===== src/hdl/cfr_pkg.sv =====
// Command frame receiver package: shared types, codes and reset values.
// No dependencies; imported by every cfr module and the top level.
package cfr_pkg;

  localparam int unsigned ByteW = 8;
  localparam int unsigned AddrW = 16;
  localparam int unsigned CfgIdxW = 2;
  localparam int unsigned QueueDepth = 2;
  localparam int unsigned QueuePtrW = 1;
  localparam int unsigned QueueCntW = 2;

  localparam logic [CfgIdxW-1:0] CFG_SYNC_BYTE = 2'd0;
  localparam logic [CfgIdxW-1:0] CFG_CHECKSUM_SEED = 2'd1;
  localparam logic [CfgIdxW-1:0] CFG_WRITE_OPCODE = 2'd2;
  localparam logic [CfgIdxW-1:0] CFG_DUMP_OPCODE = 2'd3;

  localparam logic [ByteW-1:0] SYNC_BYTE_RST = 8'hA5;
  localparam logic [ByteW-1:0] CHECKSUM_SEED_RST = 8'h33;
  localparam logic [ByteW-1:0] WRITE_OPCODE_RST = 8'hA2;
  localparam logic [ByteW-1:0] DUMP_OPCODE_RST = 8'hA3;

  // frame positions of the captured fields
  localparam logic [ByteW-1:0] POS_COMMAND = 8'd2;
  localparam logic [ByteW-1:0] POS_ADDR_HI = 8'd3;
  localparam logic [ByteW-1:0] POS_ADDR_LO = 8'd4;
  localparam logic [ByteW-1:0] POS_VALUE = 8'd5;
  localparam logic [ByteW-1:0] POS_COUNT = 8'd6;
  localparam logic [ByteW-1:0] MIN_LENGTH = 8'd2;

  typedef enum logic [1:0] {
    PH_HUNT   = 2'd0,
    PH_LENGTH = 2'd1,
    PH_BODY   = 2'd2
  } parse_phase_t;

  typedef enum logic [1:0] {
    ST_GOOD  = 2'd0,
    ST_BAD   = 2'd1,
    ST_SHORT = 2'd2
  } frame_status_t;

  typedef enum logic [1:0] {
    KIND_OTHER = 2'd0,
    KIND_WRITE = 2'd1,
    KIND_DUMP  = 2'd2
  } command_kind_t;

  typedef struct packed {
    logic [ByteW-1:0] sync_byte;
    logic [ByteW-1:0] checksum_seed;
    logic [ByteW-1:0] write_opcode;
    logic [ByteW-1:0] dump_opcode;
  } cfg_t;

  // finished frame as handed from the parser to the output stage
  typedef struct packed {
    frame_status_t    status;
    logic [ByteW-1:0] length;
    logic [ByteW-1:0] command;
    logic [AddrW-1:0] address;
    logic [ByteW-1:0] value;
    logic [ByteW-1:0] count;
  } frame_rec_t;

  typedef struct packed {
    logic full;
    logic empty;
  } queue_status_t;

endpackage


===== src/hdl/cfr_parser.sv =====
// Front end: hunts for sync, tracks length and running checksum, captures fields.
// Pushes one frame record per completed frame. Depends on cfr_pkg.
module cfr_parser (
  input  logic                      clk,
  input  logic                      rst_n,
  input  cfr_pkg::cfg_t             cfg,
  input  logic                      byte_valid,
  input  logic [cfr_pkg::ByteW-1:0] rx_byte,
  output logic                      push,
  output cfr_pkg::frame_rec_t       push_rec
);
  import cfr_pkg::*;

  parse_phase_t     phase_r, phase_nxt;
  logic [ByteW-1:0] left_r, left_nxt;
  logic [ByteW-1:0] pos_r, pos_nxt;
  logic [ByteW-1:0] sum_r, sum_nxt;
  logic [ByteW-1:0] len_r, len_nxt;
  logic [ByteW-1:0] cmd_r, cmd_nxt;
  logic [AddrW-1:0] addr_r, addr_nxt;
  logic [ByteW-1:0] val_r, val_nxt;
  logic [ByteW-1:0] cnt_r, cnt_nxt;

  always_ff @(posedge clk) begin
    if (!rst_n) begin
      phase_r <= PH_HUNT;
      left_r  <= '0;
      pos_r   <= '0;
      sum_r   <= '0;
      len_r   <= '0;
      cmd_r   <= '0;
      addr_r  <= '0;
      val_r   <= '0;
      cnt_r   <= '0;
    end else begin
      phase_r <= phase_nxt;
      left_r  <= left_nxt;
      pos_r   <= pos_nxt;
      sum_r   <= sum_nxt;
      len_r   <= len_nxt;
      cmd_r   <= cmd_nxt;
      addr_r  <= addr_nxt;
      val_r   <= val_nxt;
      cnt_r   <= cnt_nxt;
    end
  end

  always_comb begin
    phase_nxt = phase_r;
    left_nxt  = left_r;
    pos_nxt   = pos_r;
    sum_nxt   = sum_r;
    len_nxt   = len_r;
    cmd_nxt   = cmd_r;
    addr_nxt  = addr_r;
    val_nxt   = val_r;
    cnt_nxt   = cnt_r;
    push      = 1'b0;
    push_rec  = '{status: ST_GOOD, length: len_r, command: cmd_r, address: addr_r,
                  value: val_r, count: cnt_r};
    if (byte_valid) begin
      unique case (phase_r)
        PH_LENGTH: begin
          len_nxt = rx_byte;
          sum_nxt = sum_r + rx_byte;
          if (rx_byte < MIN_LENGTH) begin
            push            = 1'b1;
            push_rec.status = ST_SHORT;
            push_rec.length = rx_byte;
            phase_nxt       = PH_HUNT;
          end else begin
            left_nxt  = rx_byte - 8'd1;
            pos_nxt   = 8'd1;
            phase_nxt = PH_BODY;
          end
        end
        PH_BODY: begin
          pos_nxt  = pos_r + 8'd1;
          left_nxt = left_r - 8'd1;
          if (left_r == 8'd1) begin
            push            = 1'b1;
            push_rec.status = (sum_r == rx_byte) ? ST_GOOD : ST_BAD;
            phase_nxt       = PH_HUNT;
          end else begin
            sum_nxt = sum_r + rx_byte;
            case (pos_nxt)
              POS_COMMAND: cmd_nxt = rx_byte;
              POS_ADDR_HI: addr_nxt = {rx_byte, addr_r[ByteW-1:0]};
              POS_ADDR_LO: addr_nxt = {addr_r[AddrW-1:ByteW], rx_byte};
              POS_VALUE:   val_nxt = rx_byte;
              POS_COUNT:   cnt_nxt = rx_byte;
              default:     ;
            endcase
          end
        end
        default: begin
          phase_nxt = PH_HUNT;
          if (rx_byte == cfg.sync_byte) begin
            left_nxt  = '0;
            pos_nxt   = '0;
            len_nxt   = '0;
            cmd_nxt   = '0;
            addr_nxt  = '0;
            val_nxt   = '0;
            cnt_nxt   = '0;
            sum_nxt   = cfg.checksum_seed + rx_byte;
            phase_nxt = PH_LENGTH;
          end
        end
      endcase
    end
  end

endmodule


===== src/hdl/cfr_queue.sv =====
// Two-entry frame record queue between parser and output stage.
// Depends on cfr_pkg.
module cfr_queue (
  input  logic                   clk,
  input  logic                   rst_n,
  input  logic                   push,
  input  cfr_pkg::frame_rec_t    push_rec,
  input  logic                   pop,
  output cfr_pkg::frame_rec_t    head_rec,
  output cfr_pkg::queue_status_t status
);
  import cfr_pkg::*;

  frame_rec_t           entry_r [QueueDepth];
  logic [QueuePtrW-1:0] wr_ptr_r, wr_ptr_nxt;
  logic [QueuePtrW-1:0] rd_ptr_r, rd_ptr_nxt;
  logic [QueueCntW-1:0] cnt_r, cnt_nxt;
  logic                 do_push, do_pop;

  assign status.full  = (cnt_r == QueueCntW'(QueueDepth));
  assign status.empty = (cnt_r == '0);
  assign do_push      = push && !status.full;
  assign do_pop       = pop && !status.empty;
  assign head_rec     = entry_r[rd_ptr_r];

  always_comb begin
    wr_ptr_nxt = do_push ? wr_ptr_r + 1'b1 : wr_ptr_r;
    rd_ptr_nxt = do_pop ? rd_ptr_r + 1'b1 : rd_ptr_r;
    cnt_nxt    = cnt_r + QueueCntW'(do_push) - QueueCntW'(do_pop);
  end

  always_ff @(posedge clk) begin
    if (!rst_n) begin
      wr_ptr_r <= '0;
      rd_ptr_r <= '0;
      cnt_r    <= '0;
    end else begin
      wr_ptr_r <= wr_ptr_nxt;
      rd_ptr_r <= rd_ptr_nxt;
      cnt_r    <= cnt_nxt;
    end
  end

  always_ff @(posedge clk) begin
    if (do_push) begin
      entry_r[wr_ptr_r] <= push_rec;
    end
  end

endmodule


===== src/hdl/cfr_output.sv =====
// Back end: decodes the command byte and holds the result in an output register.
// Depends on cfr_pkg.
module cfr_output (
  input  logic                       clk,
  input  logic                       rst_n,
  input  cfr_pkg::cfg_t              cfg,
  input  cfr_pkg::queue_status_t     q_status,
  input  cfr_pkg::frame_rec_t        head_rec,
  output logic                       pop,
  input  logic                       out_stall,
  output logic                       out_valid,
  output logic [1:0]                 out_frame_status,
  output logic [1:0]                 out_command_kind,
  output logic [cfr_pkg::AddrW-1:0]  out_mem_address,
  output logic [cfr_pkg::ByteW-1:0]  out_write_value,
  output logic [cfr_pkg::ByteW-1:0]  out_write_count,
  output logic [cfr_pkg::ByteW-1:0]  out_frame_length
);
  import cfr_pkg::*;

  logic          valid_r, valid_nxt;
  frame_rec_t    rec_r;
  command_kind_t kind_r, kind_nxt;

  assign pop = !q_status.empty && (!valid_r || !out_stall);

  always_comb begin
    kind_nxt = KIND_OTHER;
    if (head_rec.length > MIN_LENGTH) begin
      if (head_rec.command == cfg.write_opcode) begin
        kind_nxt = KIND_WRITE;
      end else if (head_rec.command == cfg.dump_opcode) begin
        kind_nxt = KIND_DUMP;
      end
    end
    valid_nxt = pop || (valid_r && out_stall);
  end

  always_ff @(posedge clk) begin
    if (!rst_n) begin
      valid_r <= 1'b0;
    end else begin
      valid_r <= valid_nxt;
    end
  end

  always_ff @(posedge clk) begin
    if (pop) begin
      rec_r  <= head_rec;
      kind_r <= kind_nxt;
    end
  end

  assign out_valid        = valid_r;
  assign out_frame_status = rec_r.status;
  assign out_command_kind = kind_r;
  assign out_mem_address  = rec_r.address;
  assign out_write_value  = rec_r.value;
  assign out_write_count  = rec_r.count;
  assign out_frame_length = rec_r.length;

endmodule


===== src/hdl/command_frame_receiver.sv =====
// Command frame receiver top level: config registers, parser, queue, output stage.
// Depends on cfr_pkg, cfr_parser, cfr_queue, cfr_output.
//
//   channel | ports                          | transfer when
//   in      | in_valid, in_stall, in_rx_byte | in_valid && !in_stall
//   out     | out_valid, out_stall, out_*    | out_valid && !out_stall
//   cfg     | cfg_we, cfg_index, cfg_data    | cfg_we
//
// One byte per cycle while in_stall is low; parser state updates in the cycle the byte is taken.
// A result goes through a frame queue entry and the output register to out_*; out_stall can hold it.
// in_stall rises only when the two-entry frame queue is full.
// Reset is synchronous; control and config registers return to reset values, data
// registers are loaded before they are read, no clearing pass.
module command_frame_receiver (
  input  logic                        clk,
  input  logic                        rst_n,
  input  logic                        in_valid,
  output logic                        in_stall,
  input  logic [cfr_pkg::ByteW-1:0]   in_rx_byte,
  output logic                        out_valid,
  input  logic                        out_stall,
  output logic [1:0]                  out_frame_status,
  output logic [1:0]                  out_command_kind,
  output logic [cfr_pkg::AddrW-1:0]   out_mem_address,
  output logic [cfr_pkg::ByteW-1:0]   out_write_value,
  output logic [cfr_pkg::ByteW-1:0]   out_write_count,
  output logic [cfr_pkg::ByteW-1:0]   out_frame_length,
  input  logic                        cfg_we,
  input  logic [cfr_pkg::CfgIdxW-1:0] cfg_index,
  input  logic [cfr_pkg::ByteW-1:0]   cfg_data
);
  import cfr_pkg::*;

  cfg_t          cfg_r, cfg_nxt;
  logic          byte_take;
  logic          q_push, q_pop;
  frame_rec_t    push_rec, head_rec;
  queue_status_t q_status;

  always_comb begin
    cfg_nxt = cfg_r;
    if (cfg_we) begin
      unique case (cfg_index)
        CFG_SYNC_BYTE:     cfg_nxt.sync_byte = cfg_data;
        CFG_CHECKSUM_SEED: cfg_nxt.checksum_seed = cfg_data;
        CFG_WRITE_OPCODE:  cfg_nxt.write_opcode = cfg_data;
        CFG_DUMP_OPCODE:   cfg_nxt.dump_opcode = cfg_data;
        default:           ;
      endcase
    end
  end

  always_ff @(posedge clk) begin
    if (!rst_n) begin
      cfg_r <= '{sync_byte: SYNC_BYTE_RST, checksum_seed: CHECKSUM_SEED_RST,
                 write_opcode: WRITE_OPCODE_RST, dump_opcode: DUMP_OPCODE_RST};
    end else begin
      cfg_r <= cfg_nxt;
    end
  end

  assign in_stall  = q_status.full;
  assign byte_take = in_valid && !in_stall;

  cfr_parser u_parser (
    .clk        (clk),
    .rst_n      (rst_n),
    .cfg        (cfg_r),
    .byte_valid (byte_take),
    .rx_byte    (in_rx_byte),
    .push       (q_push),
    .push_rec   (push_rec)
  );

  cfr_queue u_queue (
    .clk      (clk),
    .rst_n    (rst_n),
    .push     (q_push),
    .push_rec (push_rec),
    .pop      (q_pop),
    .head_rec (head_rec),
    .status   (q_status)
  );

  cfr_output u_output (
    .clk              (clk),
    .rst_n            (rst_n),
    .cfg              (cfg_r),
    .q_status         (q_status),
    .head_rec         (head_rec),
    .pop              (q_pop),
    .out_stall        (out_stall),
    .out_valid        (out_valid),
    .out_frame_status (out_frame_status),
    .out_command_kind (out_command_kind),
    .out_mem_address  (out_mem_address),
    .out_write_value  (out_write_value),
    .out_write_count  (out_write_count),
    .out_frame_length (out_frame_length)
  );

  a_no_push_when_full: assert property (@(posedge clk) disable iff (!rst_n)
    q_push |-> !q_status.full)
    else $error("frame record pushed into full queue");

  a_short_has_no_command: assert property (@(posedge clk) disable iff (!rst_n)
    (out_valid && out_frame_status == ST_SHORT) |-> (out_command_kind == KIND_OTHER))
    else $error("short frame reported with a command");

  a_short_length: assert property (@(posedge clk) disable iff (!rst_n)
    (out_valid && out_frame_status == ST_SHORT) |-> (out_frame_length < MIN_LENGTH))
    else $error("short status with length of two or more");

  a_command_needs_length: assert property (@(posedge clk) disable iff (!rst_n)
    (out_valid && out_command_kind != KIND_OTHER) |-> (out_frame_length > MIN_LENGTH))
    else $error("command decoded from a frame without command byte");

endmodule

===== config.mk =====
export PLATFORM = sky130hd
export DESIGN_NAME = command_frame_receiver
export DESIGN_NICKNAME = d
export VERILOG_FILES = /design/src/hdl/cfr_pkg.sv /design/src/hdl/cfr_parser.sv /design/src/hdl/cfr_queue.sv /design/src/hdl/cfr_output.sv /design/src/hdl/command_frame_receiver.sv
export SDC_FILE = /design/constraint.sdc
export NUM_CORES = 1
export LEC_CHECK = 0
export BUFFER_PORTS_ARGS = -buffer_cell sky130_fd_sc_hd__buf_2
export CAP_MARGIN = 20
export CORE_MARGIN = 4
export CORE_UTILIZATION = 55
export CTS_BUF_LIST = sky130_fd_sc_hd__clkbuf_16
export CTS_CLUSTER_DIAMETER = 40
export DETAILED_ROUTE_END_ITERATION = 10
export PLACE_DENSITY = 0.78
export SLEW_MARGIN = 40
export SYNTH_ARGS = -nofsm -noshare
export SYNTH_HDL_FRONTEND = slang
export SYNTH_HIERARCHICAL = 1
export SYNTH_SLANG_ARGS = --single-unit

===== constraint.sdc =====
create_clock -name clk -period 5.38 [get_ports clk]
set_input_delay 0 -clock clk [delete_from_list [all_inputs] [get_ports clk]]
set_output_delay 0 -clock clk [all_outputs]
set_load 0.1 [all_outputs]

* Yosys cells after proc, flatten, opt, wreduce, memory -nomap -nowiden *
Memory sizes are Yosys's and may differ from the RTL's. A register that Yosys moved wholly into a read port is not among the register bits.
Cells that the tools add are included.

operators by class
  $add $sub $neg = 9
  reduce and logical (&&, ||, !) cells = 30
  multiplexer cells = 42
  magnitude comparators = 2
  bitwise operators = 3
  equality and inequality tests = 26

operators with widths
  cell                   count
  $pmux W8 S2            7
  $mux W8                12
  $pmux W16 S2           2
  $eq A8 B8 Y1           4
  $mux W16               2
  $eq A8 B3 Y1 const B   3
  $mux W10               2
  $ne A2 B2 Y1 const B   9
  $add A8 B8 Y8          2
  $eq A8 B2 Y1 const B   2
  $sub A8 B1 Y8 const B  2
  $reduce_and A5 Y1      3
  $reduce_and A6 Y1      2
  $mux W1                10
  $reduce_and A2 Y1      5
  $reduce_and A3 Y1      3
  $add A8 B1 Y8 const B  1
  $eq A2 B2 Y1 const B   4
  $eq A8 B1 Y1 const B   1
  $gt A8 B2 Y1 const B   1
  $lt A8 B2 Y1 const B   1
  $mux W2                4
  $pmux W2 S2            2
  $logic_and A1 B1 Y1    5
  other kinds (13)       23

storage, ports and cells
  bits in writable memories = 100
  output and inout port bits = 46
  logic and storage cells = 138
  flip-flop bits (word level) = 155
  input port bits = 23
  memories = 1

memory list
  name             depth  bits a word  rd ports  clocked after memory_dff  write ports  RTL line         source
  u_queue.entry_r  2      50           1         1                         1            cfr_queue.sv:14  frame_rec_t entry_r [QueueDepth];

* Logic depth before layout (Yosys ltp) *
  depth after elaboration = 7
  gate-level depth with buffers = 14
  mapped depth without buffers = 12

* Cells and area by module *
The synthesis kept the hierarchy.

by module, submodules not included
  module                  times used  cells an instance  area each (µm²)  sequential area each (µm²)
  cfr_queue               1           183                4098.9           3103.0
  cfr_parser              1           444                3990.1           1481.4
  cfr_output              1           73                 1572.8           1341.3
  command_frame_receiver  1           126                1295.0           640.6

* Worst setup path before layout *
OpenSTA, ideal clock, no wires.

  path kind = register to register
  start = register u_queue.cnt_r[0]
  end = memory u_queue/entry_r[0][0] (netlist bit) (enable)
  clock period less this slack = 4.255 ns
  path buffers = 1
  path slack = 1.125 ns
  stages on the path, launching flop included = 9
  data required time = 4.922 ns
  data arrival time = 3.798 ns
  library setup time = 0.458 ns
  path through = dfxtp_1 > nand2b_1 > inv_1 > nor2b_1 > clkbuf_1 > nand2b_1 > a21oi_1 > nand2_1 > nor2_1

between the ends
  longest elaborated chain between the ends = 7

ends and longest elaborated chain
  what                           RTL line                      source
  start: declaration             cfr_queue.sv:17               logic [QueueCntW-1:0] cnt_r, cnt_nxt;
  start signal: assignment       cfr_queue.sv:40               cnt_r <= cnt_nxt;
  $eq A2 B2 Y1                   cfr_queue.sv:20               assign status.full = (cnt_r == QueueCntW'(QueueDepth));
  via in_stall                   command_frame_receiver.sv:18  output logic in_stall,
  $logic_not A1 Y1               command_frame_receiver.sv:63  assign byte_take = in_valid && !in_stall;
  $logic_and A1 B1 Y1            command_frame_receiver.sv:63
  via byte_take                  command_frame_receiver.sv:35  logic byte_take;
  $mux W1                        cfr_parser.sv:61              if (byte_valid) begin
  via q_push                     command_frame_receiver.sv:36  logic q_push, q_pop;
  $logic_and A1 B1 Y1            cfr_queue.sv:22               assign do_push = push && !status.full;
  $mux W1                        cfr_queue.sv:45               if (do_push) begin
  $mux W1 (not written as such)  cfr_queue.sv:46               entry_r[wr_ptr_r] <= push_rec;
  end: declaration               cfr_queue.sv:14

The timed path passes the listed nets, and every way through them passes these cells.

* Worst setup path in the final report *
  start = register u_parser.phase_r[0]
  end = register u_parser.sum_r[7]

between the ends
  longest elaborated chain between the ends = 3
  elaborated cells between the ends (all ways) = 6
  classes of those cells = eq/ne (3); mux (1); reduce/logical (2)

ends and longest elaborated chain
  what                                                                 RTL line          source
  start: declaration                                                   cfr_parser.sv:14  parse_phase_t phase_r, phase_nxt;
  start signal: assignment                                             cfr_parser.sv:36  phase_r <= phase_nxt;
  $eq A2 B2 Y1 / $eq A2 B1 Y1 (equally long branches)                  cfr_parser.sv:62  unique case (phase_r)
  $ne A2 B2 Y1 (no line) / $reduce_bool A3 Y1 (equally long branches)  -
  $reduce_and A3 Y1 (no line)                                          -
  end signal: assignment                                               cfr_parser.sv:39  sum_r <= sum_nxt;
  end: declaration                                                     cfr_parser.sv:17  logic [ByteW-1:0] sum_r, sum_nxt;

Parallel ways exist; a longest one is shown, timed or not.
A chain may end at the register's enable or synchronous reset.

==> impl_results.md <==
- First-pass iteration count of the detailed router: 5
- Cell Area, Synth: 11000 um^2
- Starting DRT DRC Count: 555
- Sink Count: 256
- Clock slew at reported path FFs: 0.06 ns
- Horiz. Die Dim: 149 um
- Die height: 149 um
- Fmax: 328 MHz
- Clock Skew: 0.0179 ns
- Fin Hold WS: 0.0948 ns
- Pwr dens: 339 nW/um^2
- Longest Clk Path Bufs: 3
- Full die area: 22200 um^2
- Nets: 957
- Maxcap violations: 0
- Synth warn: 6
- Avg Inst Size Synth: 13.3 um^2
- M1 GR Usage: 26.8%
- Finished Cell Area: 12800 um^2
- Seq cells post-synth: 256
- Startpoint Class: flip-flop
- Cell row count: 51
- Fraction of registers with async set/reset: 0%
- First-pass GRT wire length: 35200 um
- Finish-stage setup viols: 0
- Num CTS Buffers: 31
- Min-delay worst type: in2reg
- Final HPWL DP: 14100 um
- Syn_nets: 869
- Vias in the first global route: 6661
- Leakage: 4.99 nW
- Area after DPL: 11500 um^2
- Post-synth EDFFs: 144
- CP Data Arrival Time: 3.45 ns
- Sequential Area: 6570 um^2
- # port buffers: 68
- WL final: 22000 um
- Synth-to-layout area growth: 17.0%
- Share of post-route cells with drive strength above 1: 22.3%
- Crit path max fanout: 17
- Cts repair resizes: 0
- Post-synthesis cell type count: 68
- Fin. Hold Viols: 0
- Antenna diodes: 0
- Ranking of synthesized cells by area: edfxtp_1 39%, dfxtp_1 20%, mux2_4 6.9%, mux2i_1 4.2%, xnor2_1 3.4%
- Gpl congestion: 0.832
- Slew HR: 48.1%
- Biggest area consumer among synthesized cells: edfxtp_1
- Gr busiest metal: met2
- WHS Path Cells: 3
- Max-slew violation count: 0
- Worst-Skew Late Latency: 0.55 ns
- Cell Chain, Critical Path: inv_1 > ha_1 > mux2_2 > ha_1 > a211oi_1 > a21oi_1 > o41ai_1 > xnor2_1 > nand3_1 > o21ai_0
- CP max-delay cell: ha_1
- Fillers: 1382
- Period utilization: 56.6%
- CTS tree: done
- Routed vias: 6756
- Syn Inst Count: 826
- Core Area: 19500 um^2
- Setup Crit Path Kind: reg2reg
- Wirelength per Cell: 18.3 um
- Grt ovf: 0
- Setup_tns: 0 ns
- GRT met2 Usage: 33.4%
- Multi-input gate area: 4050 um^2
- Initial Utilization: 56.1%
- H-tree levels: 1
- Worst slew pin tran: 0.779 ns
- RSZ-0062 raised after global routing: false
- Cell with the most instances after synthesis: edfxtp_1
- CTS Root Cell: clkbuf_16
- Initial antenna violation count: 0
- Seq/Total Area, Yosys: 59.9%
- Worst setup EP type: flip-flop
- Top_reg_cell synth: edfxtp_1
- Post-DRT Antenna Nets: 0
- Max incr delay on CP: 0.70 ns
- Vias per inst: 5.61
- Status: finished clean
- Commonest cells in the netlist: 144 x edfxtp_1, 112 x dfxtp_1, 68 x nand2_1
- I/O pin cnt: 69
- Final min period: 3.05 ns
- Largest net degree at the start of global routing: 67
- Top-area cell type share of the netlist area: 39.5%
- Critical Path RT: 5.78 ns
- CP most frequent cell: ha_1
- Residual DRC count: 0
- Peak supply drop: 0.000239 V
- GRT Overall Usage: 19.9%
- Met3 Use GR: 3.46%
- Reg2Reg Depth: 10
[registers in the layout (all words and copies together) (netlist names), 16 cells and up, named ones only]
register / cells
u_queue/entry_r: 100
u_parser/addr_r: 16
u_output/out_mem_address: 16
cfg_r: 32
[final cells by class]
cell class | instances | share of cell area (%)
Clock buffer | 31 | 6.05
Clock inverter | 27 | 2.57
Inverter | 22 | 0.644
Multi-Input combinational cell | 503 | 31.6
Sequential cell | 256 | 51.3
Tap cell | 265 | 2.59
Timing Repair Buffer | 100 | 5.29
[path summary, 6_finish.rpt]
path                                         start                               end  slack, ns
setup / recovery  u_parser/phase_r[0]$_SDFFE_PN0P_    u_parser/sum_r[7]$_SDFFE_PN0P_       2.33
hold reg to reg     u_parser/cmd_r[0]$_SDFFE_PN0P_  u_queue/entry_r[1][32]$_DFFE_PP_       0.46
hold / removal                               rst_n            cfg_r[20]$_SDFFE_PN1P_       0.09
setup reg to reg  u_parser/phase_r[0]$_SDFFE_PN0P_    u_parser/sum_r[7]$_SDFFE_PN0P_       2.33
[power breakdown]
| part | total, W | switching [W] | leakage [nW] | internal, W |
|---|---|---|---|---|
| clock | 0.00214 | 0.000821 | 0.544 | 0.00132 |
| combinational | 0.000143 | 0.0000839 | 2.04 | 0.0000589 |
| sequential | 0.00206 | 0.00000637 | 2.41 | 0.00205 |
[per-stage QoR]
stage,util [%],instances,worst slack [ns],power [W]
2_1_floorplan,-,826,1.12,0.00219
3_3_place_gp,58.5,1121,2.05,0.00223
3_5_place_dp,58.8,1123,2.31,0.00223
4_1_cts,65.6,1204,2.30,0.00437
5_1_grt,65.6,1204,2.15,0.00449
6_report,65.6,1204,2.33,0.00434
[cell usage in the layout, fill, tap and decap left out, types with 5 or more instances in the layout]
master,Yosys,final
a21oi_4,4,5
mux2i_1,46,46
nand2_1,68,68
nor2_1,42,41
a21oi_1,14,13
o31ai_1,5,5
a22oi_1,11,11
bufinv_16,0,5
dlygate4sd3_1,0,23
xor2_1,7,7
nand2b_1,7,7
nand3_1,8,8
nor4_1,5,5
inv_1,22,25
and2_1,10,10
nor3_1,11,9
a22o_1,32,32
a211oi_1,5,5
nand4_1,10,10
mux2_2,8,8
o21ai_0,14,14
buf_2,9,68
clkbuf_16,0,31
ha_1,19,19
or3_1,6,6
xnor2_1,43,43
nor2b_1,19,19
buf_4,1,7
mux2_4,50,50
dfxtp_1,112,111
edfxtp_1,144,144
[per-layer routing]
metal / wire length, um / share of wire, %
met5: 0 / 0
met4: 487 / 2.2
met1: 9560 / 44
met3: 1280 / 5.8
met2: 10600 / 48
[worst max-delay path, delay by kind of cell, from the launching register on]
kind,cells,cell delay [ns]
multiplexers,1,0.43
flip-flops,1,0.35
AO/OA/AOI/OAI,4,0.83
AND/OR/NAND/NOR,1,0.09
adder cells (fa/ha/maj),2,1.02
buffers and inverters,1,0.06
XOR/XNOR,1,0.12
[cell families after synthesis]
family | share of synthesized area, %
mux | 11.9
flops | 59.9
fa+ha+maj | 2.35
xor+xnor | 4.00
buf+inv | 3.45
simple gates | 10.2
compound gates | 8.23
[what timing repair did]
| item | in CTS | in global routing |
|---|---|---|
| buffers inserted | 0 | 0 |
| hold endpoints to repair | 74 | 0 |
| hold buffers | 23 | 0 |
Power figures use the tool's default switching activity.
